[src/rtl/core/soinv_pkg.sv]
package soinv_pkg;

    // Width of the arithmetic on the modulus; the port fields stay 31 bits wide.
    localparam int PRIME_WIDTH = 31;
    localparam int FIELD_WIDTH = 31;
    localparam int EXP_WIDTH   = 31;
    localparam int K_WIDTH     = 64;
    localparam int CFG_WIDTH   = 64;

    // Bit stream of the serial multiplier: longest operand is the class base.
    localparam int BITS_WIDTH = K_WIDTH;
    localparam int LEN_WIDTH  = $clog2(BITS_WIDTH + 1);

    // Shift count of the divider alignment: at most PRIME_WIDTH - 1 positions.
    localparam int SH_WIDTH = $clog2(PRIME_WIDTH);

    // Number of residue classes and the step between neighbouring sieve bits.
    localparam int CLASS_COUNT = 4 * 3 * 5 * 7 * 11 * 13;
    localparam int STEP_CONST  = 2 * CLASS_COUNT;
    localparam int STEP_WIDTH  = $clog2(STEP_CONST + 1);

    // The step constant, left-aligned in the serial bit stream.
    localparam logic [BITS_WIDTH-1:0] STEP_BITS =
        BITS_WIDTH'(STEP_CONST) << (BITS_WIDTH - STEP_WIDTH);

    typedef enum logic {
        REG_EXPONENT   = 1'b0,
        REG_CLASS_BASE = 1'b1
    } cfg_reg_t;

    typedef enum logic [3:0] {
        ST_IDLE,
        ST_CRED,
        ST_NRED,
        ST_EUC,
        ST_KRED,
        ST_QMUL,
        ST_QFIX,
        ST_OMUL,
        ST_DONE
    } top_state_t;

    typedef enum logic [2:0] {
        EU_IDLE,
        EU_CHECK,
        EU_ALIGN,
        EU_SUB,
        EU_UPDATE,
        EU_FINAL
    } eu_state_t;

    typedef struct packed {
        logic                   start;
        logic [PRIME_WIDTH-1:0] mult;
        logic [BITS_WIDTH-1:0]  bits;
        logic [LEN_WIDTH-1:0]   len;
    } mm_req_t;

    typedef struct packed {
        logic                   done;
        logic [PRIME_WIDTH-1:0] res;
    } mm_rsp_t;

    typedef struct packed {
        logic                   start;
        logic [PRIME_WIDTH-1:0] n;
    } eu_req_t;

    typedef struct packed {
        logic                   done;
        logic                   ok;
        logic [PRIME_WIDTH-1:0] inv;
    } eu_rsp_t;

endpackage

[src/rtl/core/soinv_modmul.sv]
// Bit-serial modular multiplier: res = (mult * bits) mod modulus, one bit of
// the multiplier stream per cycle, most significant bit first. The multiplicand
// must already be below the modulus; the stream may be 1 to BITS_WIDTH bits wide.
module soinv_modmul
    import soinv_pkg::*;
(
    input  logic                   clk,
    input  logic                   rst_n,
    input  mm_req_t                req,
    input  logic [PRIME_WIDTH-1:0] modulus,
    output mm_rsp_t                rsp
);

    logic                   busy_reg, busy_next;
    logic                   done_reg, done_next;
    logic [LEN_WIDTH-1:0]   cnt_reg, cnt_next;
    logic [PRIME_WIDTH-1:0] acc_reg, acc_next;
    logic [PRIME_WIDTH-1:0] mult_reg, mult_next;
    logic [BITS_WIDTH-1:0]  bits_reg, bits_next;

    logic [PRIME_WIDTH+1:0] sum;
    logic [PRIME_WIDTH+1:0] mod_x;
    logic [PRIME_WIDTH+1:0] mod2_x;
    logic [PRIME_WIDTH-1:0] step_val;

    // Doubling plus an optional addend stays below three times the modulus.
    always_comb
    begin
        mod_x  = (PRIME_WIDTH + 2)'(modulus);
        mod2_x = (PRIME_WIDTH + 2)'({modulus, 1'b0});
        sum    = (PRIME_WIDTH + 2)'({acc_reg, 1'b0})
               + (bits_reg[BITS_WIDTH-1] ? (PRIME_WIDTH + 2)'(mult_reg) : '0);
        if (sum >= mod2_x)
        begin
            step_val = PRIME_WIDTH'(sum - mod2_x);
        end
        else if (sum >= mod_x)
        begin
            step_val = PRIME_WIDTH'(sum - mod_x);
        end
        else
        begin
            step_val = PRIME_WIDTH'(sum);
        end
    end

    always_comb
    begin
        busy_next = busy_reg;
        done_next = 1'b0;
        cnt_next  = cnt_reg;
        acc_next  = acc_reg;
        mult_next = mult_reg;
        bits_next = bits_reg;
        if (req.start)
        begin
            busy_next = 1'b1;
            cnt_next  = req.len;
            acc_next  = '0;
            mult_next = req.mult;
            bits_next = req.bits;
        end
        else if (busy_reg)
        begin
            acc_next  = step_val;
            bits_next = bits_reg << 1;
            cnt_next  = cnt_reg - LEN_WIDTH'(1);
            if (cnt_reg == LEN_WIDTH'(1))
            begin
                busy_next = 1'b0;
                done_next = 1'b1;
            end
        end
    end

    always_ff @(posedge clk or negedge rst_n)
    begin
        if (!rst_n)
        begin
            busy_reg <= 1'b0;
            done_reg <= 1'b0;
            cnt_reg  <= '0;
        end
        else
        begin
            busy_reg <= busy_next;
            done_reg <= done_next;
            cnt_reg  <= cnt_next;
        end
    end

    always_ff @(posedge clk)
    begin
        acc_reg  <= acc_next;
        mult_reg <= mult_next;
        bits_reg <= bits_next;
    end

    assign rsp.done = done_reg;
    assign rsp.res  = acc_reg;

`ifndef NO_ASSERTIONS
    // A finished product is fully reduced.
    a_res_reduced: assert property (@(posedge clk) disable iff (!rst_n)
        rsp.done |-> (acc_reg < modulus || modulus == '0))
        else $error("modmul result not reduced");

    // The sequencer never restarts a unit that is still working.
    a_no_restart: assert property (@(posedge clk) disable iff (!rst_n)
        req.start |-> !busy_reg)
        else $error("modmul started while busy");
`endif

endmodule

[src/rtl/core/soinv_euclid.sv]
// Extended Euclidean algorithm with a radix-2 shift-subtract divider. Each
// quotient step first aligns the divisor one bit per cycle, then subtracts one
// bit per cycle while the product of quotient and coefficient builds up alongside.
module soinv_euclid
    import soinv_pkg::*;
(
    input  logic                   clk,
    input  logic                   rst_n,
    input  eu_req_t                req,
    input  logic [PRIME_WIDTH-1:0] modulus,
    output eu_rsp_t                rsp
);

    eu_state_t state_reg, state_next;

    logic [PRIME_WIDTH-1:0]        rp_reg, rp_next;
    logic [PRIME_WIDTH-1:0]        rc_reg, rc_next;
    logic signed [PRIME_WIDTH:0]   tp_reg, tp_next;
    logic signed [PRIME_WIDTH:0]   tc_reg, tc_next;
    logic [PRIME_WIDTH-1:0]        rem_reg, rem_next;
    logic [PRIME_WIDTH-1:0]        div_reg, div_next;
    logic [SH_WIDTH-1:0]           sh_reg, sh_next;
    logic signed [PRIME_WIDTH+1:0] acc_reg, acc_next;

    logic                          fits;
    logic                          qbit;
    logic signed [PRIME_WIDTH+1:0] tdiff;
    logic signed [PRIME_WIDTH:0]   tp_plus;
    logic [PRIME_WIDTH-1:0]        inv_val;

    assign fits  = {div_reg, 1'b0} <= {1'b0, rem_reg};
    assign qbit  = rem_reg >= div_reg;
    assign tdiff = (PRIME_WIDTH + 2)'(tp_reg) - acc_reg;

    always_comb
    begin
        state_next = state_reg;
        case (state_reg)
            EU_IDLE:
            begin
                if (req.start)
                begin
                    state_next = EU_CHECK;
                end
            end
            EU_CHECK:
            begin
                state_next = (rc_reg == '0) ? EU_FINAL : EU_ALIGN;
            end
            EU_ALIGN:
            begin
                if (!fits)
                begin
                    state_next = EU_SUB;
                end
            end
            EU_SUB:
            begin
                if (sh_reg == '0)
                begin
                    state_next = EU_UPDATE;
                end
            end
            EU_UPDATE:
            begin
                state_next = EU_CHECK;
            end
            EU_FINAL:
            begin
                state_next = EU_IDLE;
            end
            default:
            begin
                state_next = EU_IDLE;
            end
        endcase
    end

    // The coefficient ends in (-m, m); fold it into [0, m).
    always_comb
    begin
        tp_plus = tp_reg + $signed({1'b0, modulus});
        if (tp_reg < 0)
        begin
            inv_val = tp_plus[PRIME_WIDTH-1:0];
        end
        else if (tp_reg[PRIME_WIDTH-1:0] >= modulus)
        begin
            inv_val = tp_reg[PRIME_WIDTH-1:0] - modulus;
        end
        else
        begin
            inv_val = tp_reg[PRIME_WIDTH-1:0];
        end
        rsp.done = (state_reg == EU_FINAL);
        rsp.ok   = (rp_reg == PRIME_WIDTH'(1));
        rsp.inv  = rsp.ok ? inv_val : '0;
    end

    always_comb
    begin
        rp_next  = rp_reg;
        rc_next  = rc_reg;
        tp_next  = tp_reg;
        tc_next  = tc_reg;
        rem_next = rem_reg;
        div_next = div_reg;
        sh_next  = sh_reg;
        acc_next = acc_reg;
        case (state_reg)
            EU_IDLE:
            begin
                if (req.start)
                begin
                    rp_next = modulus;
                    rc_next = req.n;
                    tp_next = '0;
                    tc_next = (PRIME_WIDTH + 1)'(1);
                end
            end
            EU_CHECK:
            begin
                rem_next = rp_reg;
                div_next = rc_reg;
                sh_next  = '0;
                acc_next = '0;
            end
            EU_ALIGN:
            begin
                if (fits)
                begin
                    div_next = div_reg << 1;
                    sh_next  = sh_reg + SH_WIDTH'(1);
                end
            end
            EU_SUB:
            begin
                rem_next = qbit ? (rem_reg - div_reg) : rem_reg;
                acc_next = (acc_reg <<< 1)
                         + (qbit ? (PRIME_WIDTH + 2)'(tc_reg) : '0);
                div_next = div_reg >> 1;
                sh_next  = sh_reg - SH_WIDTH'(1);
            end
            EU_UPDATE:
            begin
                rp_next = rc_reg;
                rc_next = rem_reg;
                tp_next = tc_reg;
                tc_next = tdiff[PRIME_WIDTH:0];
            end
            default:
            begin
            end
        endcase
    end

    always_ff @(posedge clk or negedge rst_n)
    begin
        if (!rst_n)
        begin
            state_reg <= EU_IDLE;
        end
        else
        begin
            state_reg <= state_next;
        end
    end

    always_ff @(posedge clk)
    begin
        rp_reg  <= rp_next;
        rc_reg  <= rc_next;
        tp_reg  <= tp_next;
        tc_reg  <= tc_next;
        rem_reg <= rem_next;
        div_reg <= div_next;
        sh_reg  <= sh_next;
        acc_reg <= acc_next;
    end

`ifndef NO_ASSERTIONS
    // Remainders fall strictly at every quotient step.
    a_rem_falls: assert property (@(posedge clk) disable iff (!rst_n)
        state_reg == EU_CHECK |-> rc_reg < rp_reg)
        else $error("euclid remainder did not fall");

    // A returned inverse is reduced.
    a_inv_reduced: assert property (@(posedge clk) disable iff (!rst_n)
        (rsp.done && rsp.ok) |-> rsp.inv < modulus)
        else $error("euclid inverse not reduced");
`endif

endmodule

[src/rtl/core/sieve_offset_with_modular_inverse_top.sv]
// Channel  Direction  Handshake              Payload
// cfg      in         cfg_we                 cfg_index, cfg_data
// in       in         in_valid / in_stall    prime
// out      out        out_valid / out_stall  inverse, offset, no_inverse
//
// Items are taken one at a time. Their run time is set by the serial modular
// multiplier (one multiplier bit a cycle, 17 + 31 + 64 + 32 + 31 bits) and the
// bit-serial divider of the Euclid unit (align and subtract per quotient bit,
// check and update per quotient step); a zero modulus skips both units.
// Reset, asynchronous and active low, returns the exponent to one and the class
// base to zero. in_stall is high from acceptance until the result enters the
// output register, where it waits under out_stall while the next item is taken.
module sieve_offset_with_modular_inverse_top
    import soinv_pkg::*;
(
    input  logic                   clk,
    input  logic                   rst_n,
    input  logic                   cfg_we,
    input  cfg_reg_t               cfg_index,
    input  logic [CFG_WIDTH-1:0]   cfg_data,
    input  logic                   in_valid,
    output logic                   in_stall,
    input  logic [FIELD_WIDTH-1:0] prime,
    output logic                   out_valid,
    input  logic                   out_stall,
    output logic [FIELD_WIDTH-1:0] inverse,
    output logic [FIELD_WIDTH-1:0] offset,
    output logic                   no_inverse
);

    // Configuration.
    logic [EXP_WIDTH-1:0]   exp_reg;
    logic [K_WIDTH-1:0]     kbase_reg;

    // Sequencer and working values of the item in flight.
    top_state_t             state_reg, state_next;
    logic [PRIME_WIDTH-1:0] mod_reg, mod_next;
    logic [PRIME_WIDTH-1:0] inv_reg, inv_next;
    logic [PRIME_WIDTH-1:0] qmod_reg, qmod_next;
    logic [PRIME_WIDTH-1:0] off_reg, off_next;
    logic                   flag_reg, flag_next;

    // Output register.
    logic                   out_valid_reg, out_valid_next;
    logic [PRIME_WIDTH-1:0] out_inv_reg, out_inv_next;
    logic [PRIME_WIDTH-1:0] out_off_reg, out_off_next;
    logic                   out_flag_reg, out_flag_next;

    mm_req_t                mm_req;
    mm_rsp_t                mm_rsp;
    eu_req_t                eu_req;
    eu_rsp_t                eu_rsp;

    logic                   accept;
    logic                   out_free;
    logic [PRIME_WIDTH-1:0] mod_in;
    logic [PRIME_WIDTH:0]   s_inc;
    logic [PRIME_WIDTH-1:0] qmod_val;
    logic [PRIME_WIDTH-1:0] aval;

    assign mod_in   = prime[PRIME_WIDTH-1:0];
    assign in_stall = (state_reg != ST_IDLE);
    assign accept   = in_valid && !in_stall;
    assign out_free = !out_valid_reg || !out_stall;

    // (2pk + 1) mod m from the product 2pk mod m, then the negated value that
    // feeds the last multiplication. A zero residue gives a zero offset.
    always_comb
    begin
        s_inc    = (PRIME_WIDTH + 1)'(mm_rsp.res) + (PRIME_WIDTH + 1)'(1);
        qmod_val = (s_inc >= {1'b0, mod_reg}) ? PRIME_WIDTH'(s_inc - {1'b0, mod_reg})
                                              : PRIME_WIDTH'(s_inc);
        aval     = (qmod_reg == '0) ? '0 : (mod_reg - qmod_reg);
    end

    soinv_modmul u_modmul (
        .clk     (clk),
        .rst_n   (rst_n),
        .req     (mm_req),
        .modulus (mod_reg),
        .rsp     (mm_rsp)
    );

    soinv_euclid u_euclid (
        .clk     (clk),
        .rst_n   (rst_n),
        .req     (eu_req),
        .modulus (mod_reg),
        .rsp     (eu_rsp)
    );

    // Next state. The order is: step constant mod m, n = step * p mod m, the
    // inverse of n, k mod m, 2pk mod m, the negated residue, and the offset.
    always_comb
    begin
        state_next = state_reg;
        case (state_reg)
            ST_IDLE:
            begin
                if (accept)
                begin
                    state_next = (mod_in == '0) ? ST_DONE : ST_CRED;
                end
            end
            ST_CRED:
            begin
                if (mm_rsp.done)
                begin
                    state_next = ST_NRED;
                end
            end
            ST_NRED:
            begin
                if (mm_rsp.done)
                begin
                    state_next = (mm_rsp.res == '0) ? ST_DONE : ST_EUC;
                end
            end
            ST_EUC:
            begin
                if (eu_rsp.done)
                begin
                    state_next = eu_rsp.ok ? ST_KRED : ST_DONE;
                end
            end
            ST_KRED:
            begin
                if (mm_rsp.done)
                begin
                    state_next = ST_QMUL;
                end
            end
            ST_QMUL:
            begin
                if (mm_rsp.done)
                begin
                    state_next = ST_QFIX;
                end
            end
            ST_QFIX:
            begin
                state_next = ST_OMUL;
            end
            ST_OMUL:
            begin
                if (mm_rsp.done)
                begin
                    state_next = ST_DONE;
                end
            end
            ST_DONE:
            begin
                if (out_free)
                begin
                    state_next = ST_IDLE;
                end
            end
            default:
            begin
                state_next = ST_IDLE;
            end
        endcase
    end

    // Commands to the two arithmetic units.
    always_comb
    begin
        mm_req = '0;
        eu_req = '0;
        case (state_reg)
            ST_IDLE:
            begin
                if (accept && mod_in != '0)
                begin
                    mm_req.start = 1'b1;
                    mm_req.mult  = PRIME_WIDTH'(1);
                    mm_req.bits  = STEP_BITS;
                    mm_req.len   = LEN_WIDTH'(STEP_WIDTH);
                end
            end
            ST_CRED:
            begin
                if (mm_rsp.done)
                begin
                    mm_req.start = 1'b1;
                    mm_req.mult  = mm_rsp.res;
                    mm_req.bits  = BITS_WIDTH'(exp_reg) << (BITS_WIDTH - EXP_WIDTH);
                    mm_req.len   = LEN_WIDTH'(EXP_WIDTH);
                end
            end
            ST_NRED:
            begin
                if (mm_rsp.done && mm_rsp.res != '0)
                begin
                    eu_req.start = 1'b1;
                    eu_req.n     = mm_rsp.res;
                end
            end
            ST_EUC:
            begin
                if (eu_rsp.done && eu_rsp.ok)
                begin
                    mm_req.start = 1'b1;
                    mm_req.mult  = PRIME_WIDTH'(1);
                    mm_req.bits  = kbase_reg;
                    mm_req.len   = LEN_WIDTH'(K_WIDTH);
                end
            end
            ST_KRED:
            begin
                if (mm_rsp.done)
                begin
                    mm_req.start = 1'b1;
                    mm_req.mult  = mm_rsp.res;
                    mm_req.bits  = BITS_WIDTH'({exp_reg, 1'b0})
                                   << (BITS_WIDTH - EXP_WIDTH - 1);
                    mm_req.len   = LEN_WIDTH'(EXP_WIDTH + 1);
                end
            end
            ST_QFIX:
            begin
                mm_req.start = 1'b1;
                mm_req.mult  = inv_reg;
                mm_req.bits  = BITS_WIDTH'(aval) << (BITS_WIDTH - PRIME_WIDTH);
                mm_req.len   = LEN_WIDTH'(PRIME_WIDTH);
            end
            default:
            begin
            end
        endcase
    end

    // Working values and the output register.
    always_comb
    begin
        mod_next       = mod_reg;
        inv_next       = inv_reg;
        qmod_next      = qmod_reg;
        off_next       = off_reg;
        flag_next      = flag_reg;
        out_valid_next = out_valid_reg && out_stall;
        out_inv_next   = out_inv_reg;
        out_off_next   = out_off_reg;
        out_flag_next  = out_flag_reg;
        case (state_reg)
            ST_IDLE:
            begin
                if (accept)
                begin
                    mod_next  = mod_in;
                    flag_next = (mod_in == '0);
                end
            end
            ST_NRED:
            begin
                if (mm_rsp.done && mm_rsp.res == '0)
                begin
                    flag_next = 1'b1;
                end
            end
            ST_EUC:
            begin
                if (eu_rsp.done)
                begin
                    inv_next  = eu_rsp.inv;
                    flag_next = !eu_rsp.ok;
                end
            end
            ST_QMUL:
            begin
                if (mm_rsp.done)
                begin
                    qmod_next = qmod_val;
                end
            end
            ST_OMUL:
            begin
                if (mm_rsp.done)
                begin
                    off_next = mm_rsp.res;
                end
            end
            ST_DONE:
            begin
                if (out_free)
                begin
                    out_valid_next = 1'b1;
                    out_inv_next   = flag_reg ? '0 : inv_reg;
                    out_off_next   = flag_reg ? '0 : off_reg;
                    out_flag_next  = flag_reg;
                end
            end
            default:
            begin
            end
        endcase
    end

    always_ff @(posedge clk or negedge rst_n)
    begin
        if (!rst_n)
        begin
            exp_reg       <= EXP_WIDTH'(1);
            kbase_reg     <= '0;
            state_reg     <= ST_IDLE;
            out_valid_reg <= 1'b0;
        end
        else
        begin
            if (cfg_we)
            begin
                case (cfg_index)
                    REG_EXPONENT:
                    begin
                        exp_reg <= cfg_data[EXP_WIDTH-1:0];
                    end
                    REG_CLASS_BASE:
                    begin
                        kbase_reg <= cfg_data[K_WIDTH-1:0];
                    end
                    default:
                    begin
                    end
                endcase
            end
            state_reg     <= state_next;
            out_valid_reg <= out_valid_next;
        end
    end

    always_ff @(posedge clk)
    begin
        mod_reg      <= mod_next;
        inv_reg      <= inv_next;
        qmod_reg     <= qmod_next;
        off_reg      <= off_next;
        flag_reg     <= flag_next;
        out_inv_reg  <= out_inv_next;
        out_off_reg  <= out_off_next;
        out_flag_reg <= out_flag_next;
    end

    assign out_valid  = out_valid_reg;
    assign inverse    = FIELD_WIDTH'(out_inv_reg);
    assign offset     = FIELD_WIDTH'(out_off_reg);
    assign no_inverse = out_flag_reg;

`ifndef NO_ASSERTIONS
    // The multiplier only reports back in a state that is waiting for it.
    a_mm_expected: assert property (@(posedge clk) disable iff (!rst_n)
        mm_rsp.done |-> (state_reg == ST_CRED || state_reg == ST_NRED ||
                         state_reg == ST_KRED || state_reg == ST_QMUL ||
                         state_reg == ST_OMUL))
        else $error("unexpected multiplier result");

    // A flagged item carries zero inverse and offset.
    a_flag_zero: assert property (@(posedge clk) disable iff (!rst_n)
        (out_valid && no_inverse) |-> (inverse == '0 && offset == '0))
        else $error("flagged item with non-zero payload");
`endif

endmodule

[config.mk]
export PLATFORM = sky130hd
export DESIGN_NAME = sieve_offset_with_modular_inverse_top
export DESIGN_NICKNAME = d
export VERILOG_FILES = /design/src/rtl/core/soinv_pkg.sv /design/src/rtl/core/soinv_modmul.sv /design/src/rtl/core/soinv_euclid.sv /design/src/rtl/core/sieve_offset_with_modular_inverse_top.sv
export SDC_FILE = /design/constraint.sdc
export NUM_CORES = 2
export LEC_CHECK = 0
export BUFFER_PORTS_ARGS = -buffer_cell sky130_fd_sc_hd__buf_2
export CAP_MARGIN = 40
export CORE_MARGIN = 5
export CORE_UTILIZATION = 50
export CTS_CLUSTER_DIAMETER = 40
export DETAILED_ROUTE_END_ITERATION = 12
export PLACE_DENSITY = 0.65
export SETUP_SLACK_MARGIN = 0.2
export SYNTH_ARGS = -nofsm -noshare
export SYNTH_HDL_FRONTEND = slang
export SYNTH_SLANG_ARGS = --single-unit
[constraint.sdc]
create_clock -name clk -period 26.7 [get_ports clk]
set_input_delay 6.675 -clock clk [delete_from_list [all_inputs] [get_ports clk]]
set_output_delay 6.675 -clock clk [all_outputs]
set_load 0.01 [all_outputs]
## Word level (Yosys, flattened, before mapping)

Cells that the tools add are included.
W data, S select, Z words.

| word-level totals | value |
|---|---|
| input bits | 101 |
| logic and storage cells | 180 |
| bits in registers | 651 |
| output and inout port bits | 65 |

| operators by class | value |
|---|---|
| bitwise gates (word level) | 1 |
| equality and inequality tests | 29 |
| multiplexer cells | 63 |
| order comparisons | 7 |
| add/sub/neg operators | 14 |
| reductions and logical operators | 39 |

Operator list:

| kind | number |
|---|---|
| $pmux W103 S5 | 1 |
| $mux W103 | 4 |
| $mux W31 | 11 |
| $pmux W32 S2 | 3 |
| $pmux W31 S2 | 3 |
| $sub A31 B31 Y31 | 6 |
| $mux W32 | 5 |
| $mux W64 | 2 |
| $logic_not A31 Y1 | 4 |
| $pmux W31 S3 | 1 |
| $ge A31 B31 Y1 | 2 |
| $reduce_bool A31 Y1 | 2 |
| $mux W4 | 11 |
| $pmux W4 S9 | 1 |
| $add A32 B31 Y33 | 1 |
| $ge A33 B31 Y1 | 1 |
| $ge A33 B32 Y1 | 1 |
| $add A31 B1 Y32 const B | 1 |
| $add A32 B32 Y32 | 1 |
| $ge A32 B31 Y1 | 1 |
| $le A32 B31 Y1 | 1 |
| $lt A32 B1 Y1 const B | 1 |
| $sub A32 B32 Y32 | 1 |
| $add A31 B31 Y31 | 1 |
| 35 further kinds | 87 |

## Logic depth before layout (Yosys ltp)

| depth | value |
|---|---|
| depth in word-level cells | 7 |
| gate-level depth with buffers | 26 |
| depth with buffers taken out | 25 |

## Modules after synthesis

From an unflattened synthesis, not the netlist that was laid out.

| second synthesis, totals | value |
|---|---|
| cells, all modules | 4582 |
| area, all modules | 44936.8 um2 |

By module, submodules not included:

| module | times used | area an instance (um2) | seq. area each (um2) | cells each |
|---|---|---|---|---|
| soinv_euclid | 1 | 18507.8 | 6831.6 | 2067 |
| sieve_offset_with_modular_inverse_top | 1 | 15690.0 | 8149.1 | 1387 |
| soinv_modmul | 1 | 10739.0 | 3698.5 | 1128 |

## Worst setup path after synthesis

OpenSTA, ideal clock, no wires.

| timing path | value |
|---|---|
| path type | flip-flop to flip-flop |
| start point | register u_modmul.acc_reg[1] |
| end point | register u_euclid.rc_reg[0] (enable) |
| buffers on the path | 0 |
| stages on the path, launching flop included | 9 |
| data required time | 25.935 ns |
| period minus slack after synthesis | 10.503 ns |
| setup time | 0.765 ns |
| path slack | 16.197 ns |
| data arrival time | 9.737 ns |
| cells stage by stage | dfxtp_1 -> inv_1 -> ha_1 -> nor4b_1 -> nand4_1 -> o211ai_1 -> inv_1 -> a21oi_1 -> nor3_1 |

| between the ends | value |
|---|---|
| longest elaborated chain between the ends | 6 |

Ends and longest elaborated chain:

| item | RTL line | text |
|---|---|---|
| from (decl) | soinv_modmul.sv:17 | `logic [PRIME_WIDTH-1:0] acc_reg, acc_next;` |
| from (signal assigned) | soinv_modmul.sv:94 | `acc_reg <= acc_next;` |
| $reduce_bool A31 Y1 | sieve_offset_with_modular_inverse_top.sv:193 | `if (mm_rsp.done && mm_rsp.res != '0)` |
| $logic_and A1 B1 Y1 | sieve_offset_with_modular_inverse_top.sv:193 |  |
| $mux W32 | sieve_offset_with_modular_inverse_top.sv:193 |  |
| $mux W32 | sieve_offset_with_modular_inverse_top.sv:170 | `case (state_reg)` |
| $ne A2 B2 Y1 (no line) | - |  |
| $reduce_and A2 Y1 (no line) | - |  |
| to (signal assigned) | soinv_euclid.sv:172 | `rc_reg <= rc_next;` |
| to (decl) | soinv_euclid.sv:17 | `logic [PRIME_WIDTH-1:0] rc_reg, rc_next;` |

No other way between the ends.
A chain may end at the register's enable or synchronous reset.

## Final worst setup path

| timing path | value |
|---|---|
| start point | input port prime[2] |
| end point | register u_modmul.acc_reg[1] |

| between the ends | value |
|---|---|
| longest elaborated chain between the ends | 4 |

Ends and longest elaborated chain:

| item | RTL line | text |
|---|---|---|
| from (decl) | sieve_offset_with_modular_inverse_top.sv:23 | `input logic [FIELD_WIDTH-1:0] prime,` |
| $reduce_bool A31 Y1 | sieve_offset_with_modular_inverse_top.sv:173 | `if (accept && mod_in != '0)` |
| $logic_and A1 B1 Y1 | sieve_offset_with_modular_inverse_top.sv:173 |  |
| $mux W103 | sieve_offset_with_modular_inverse_top.sv:173 |  |
| $pmux W103 S5 | sieve_offset_with_modular_inverse_top.sv:170 |  |

No other way between the ends.

==> results.md <==
- Status: complete, no violations
- Clk buf depth: 3
- Minimum clock period: 9.55 ns
- Clk sinks: 651
- CP cell instances: buf_2, nor4_1, nand4_1, nor2_1, nor2b_1, nor3_2, buf_4, nand2_1, a21oi_1, o21ai_0, o31ai_1
- Min Hold Slack: 0.505 ns
- Pleak: 0.0204 µW
- #FFs+latches synth: 651
- RR Startpoint: u_euclid.div_reg[8]
- Grt ovf: 0
- Final Cycle Share: 35.8%
- WP data arrival: 10.15 ns
- Count leader, synth: edfxtp_1
- HPWL after DPL: 109 mm
- Slowest CP cell: buf_4
- First-pass GRT wire length: 212 mm
- Worst Setup SP: prime[2]
- Area of the mapped netlist: 0.0435 mm²
- Core area: 0.0866 mm²
- RSZ-0062 raised after global routing: false
- Final setup TNS: 0 ns
- Placed insts: 5626
- Final ANT Viol Nets: 0
- Synthesized area per cell: 9.85 µm²
- Achievable Freq: 0.105 GHz
- Max Slew Vio Count: 0
- DR vias: 36100
- Initial Utilization: 50.3%
- DRC errors left: 0
- Post-Route WL: 144 mm
- Initial antenna violation count: 13
- Vias per cell: 6.20
- Setup ws final: 17.15 ns
- Post-synthesis sequential area ratio: 42.9%
- 1st-iter DRT viols: 3695
- Area contributors post-synth: edfxtp_1 35%, ha_1 9.9%, dfrtp_1 6.4%, a21oi_1 3.5%, o21ai_0 3.4%
- Max incr delay on CP: 0.71 ns
- Die Y: 305 µm
- Most used flip-flop cell after synthesis: edfxtp_1
- Area delta synth->final: 13.4%
- H-tree depth: 3
- Drt first pass iters: 6
- Final cell count without fillers: 5823
- Final hold viol count: 0
- Total GRT Usage: 29.8%
- Worst-path maximum fanout: 65
- Worst Hold Class: reg -> reg
- Synth Warn #: 0
- Worst ir drop on vdd: 0.0000494 V
- Clock latency on the worst-skew pair: 0.70 ns
- Rows: 108
- Critical Path Sink Type: flip-flop
- Cells after Synth: 4420
- Post-CTS resize count: 0
- Hold Path Origin: kbase_reg[0]
- Net count after synthesis: 4875
- Worst path required time: 27.30 ns
- Vias in the first global route: 33800
- Cell area after layout: 0.0494 mm²
- Synth area leader: edfxtp_1
- DP Area: 0.0458 mm²
- CTS tree: built
- Num CTS Buffers: 104
- Largest net degree at the start of global routing: 72
- Power per cell area: 51.2 mW/mm²
- Setup Skew: 0.0335 ns
- I/O pins: 166
- Commonest cells post-synth: 508 x edfxtp_1, 366 x nand2_1, 343 x ha_1
- Setup CP Type: in -> reg
- Reg clk slew, reported paths: 0.06 ns
- Synth cell types: 101
- Final setup viols: 0
- # Max-Cap Violations: 0
- Port bufs: 165
- Postcts setup bufs: 0
- Worst Setup Start Kind: input pin
- Post-CTS Hold Buffers: 0
- Post-synthesis async set-or-reset flop share: 17.2%
- Yosys top cell area share: 35.0%
- WL/cell: 24.8 µm
- Worst-Margin Slew: 1.05 ns
- Nets: 5032
- Placer Congestion: 0.980
- Slew HR: 29.2%
- Number of synthesized flops with an enable pin: 508
- Die ar.: 0.0931 mm²
- Share of post-route cells with drive strength above 1: 12.7%
- Dpl ws: 16.66 ns
- Die width: 305 µm
- Root Driver: clkbuf_16
-- power by group --
group          internal [µW]  switching (µW)
clock                    832             542
sequential              1100            12.4
combinational           23.9            16.5
total                   1960             571
-- cell usage in the layout (no fill, tap or decap), types with 35 or more instances in the layout --
| cell type | n |
|---|---|
| mux2i_1 | 45 |
| buf_4 | 68 |
| a22o_1 | 72 |
| nand2b_1 | 54 |
| a31oi_1 | 50 |
| clkbuf_16 | 108 |
| mux2_2 | 107 |
| o22ai_1 | 35 |
| nand4_1 | 48 |
| nand2_1 | 363 |
| nor2_1 | 286 |
| a21oi_1 | 300 |
| a21o_1 | 124 |
| dfrtp_1 | 110 |
| edfxtp_1 | 508 |
| nor4_1 | 41 |
| nand3_1 | 65 |
| and3_1 | 82 |
| a211oi_1 | 63 |
| o21bai_1 | 38 |
| xor2_1 | 110 |
| inv_1 | 264 |
| nor3_1 | 63 |
| buf_2 | 166 |
| and2_1 | 82 |
| nor2b_1 | 111 |
| xnor2_1 | 162 |
| ha_1 | 343 |
| o21ai_0 | 300 |
-- cell families (layout without fill, tap and decap cells) --
kind of cell | after synthesis | in the layout | share of synthesized area (%)
AOI/OAI and AO/OA | 1251 | 1251 | 18.8
DFF | 651 | 651 | 42.9
and+or+nand+nor | 1283 | 1283 | 14.5
muxes | 153 | 153 | 3.83
other | 0 | 3 | 0
adders and majority gates | 354 | 354 | 10.4
buffers and inverters | 456 | 701 | 4.07
xor gates and xnor gates | 272 | 272 | 5.47
-- stage by stage --
stage | total power [µW] | util, %
2_1_floorplan | 1150 | -
4_1_cts | 2550 | 57.0
3_3_place_gp | 1170 | 52.7
3_5_place_dp | 1180 | 52.9
6_report | 2530 | 57.0
5_1_grt | 2600 | 57.0
-- layout make-up --
type	count	area, µm²
clock inverters	78	825
multi-input cells	3313	23200
diodes	3	7.51
fillers	7623	37200
clock buffers	116	2750
flip-flops and latches	651	18700
well taps	1155	1450
inverters	267	1000
repair buffers	240	1470
-- metal layers --
metal,track usage (%),routed length [µm]
met3,5.66,12500
met2,47.0,64500
met4,12.4,6970
met1,40.5,60400
met5,0,0
-- path summary, 6_finish.rpt --
check | cells past startpoint | slack [ns] | to
worst min-delay path | 1 | 0.51 | kbase_reg[0]
min in group asynchronous | 1 | 5.85 | kbase_reg[61]
worst max register to register | 27 | 19.40 | u_euclid.acc_reg[31]
max in group asynchronous | 3 | 19.56 | kbase_reg[10]
worst max-delay path | 11 | 17.15 | u_modmul.acc_reg[1]
worst min register to register | 1 | 0.51 | kbase_reg[0]
-- worst max-delay path: cells and delay by family --
family | cells | cell delay [ns]
buffers and inverters | 2 | 0.82
AOI/OAI and AO/OA | 3 | 0.40
and+or+nand+nor | 6 | 2.23
(Power assumes the default switching activity.)
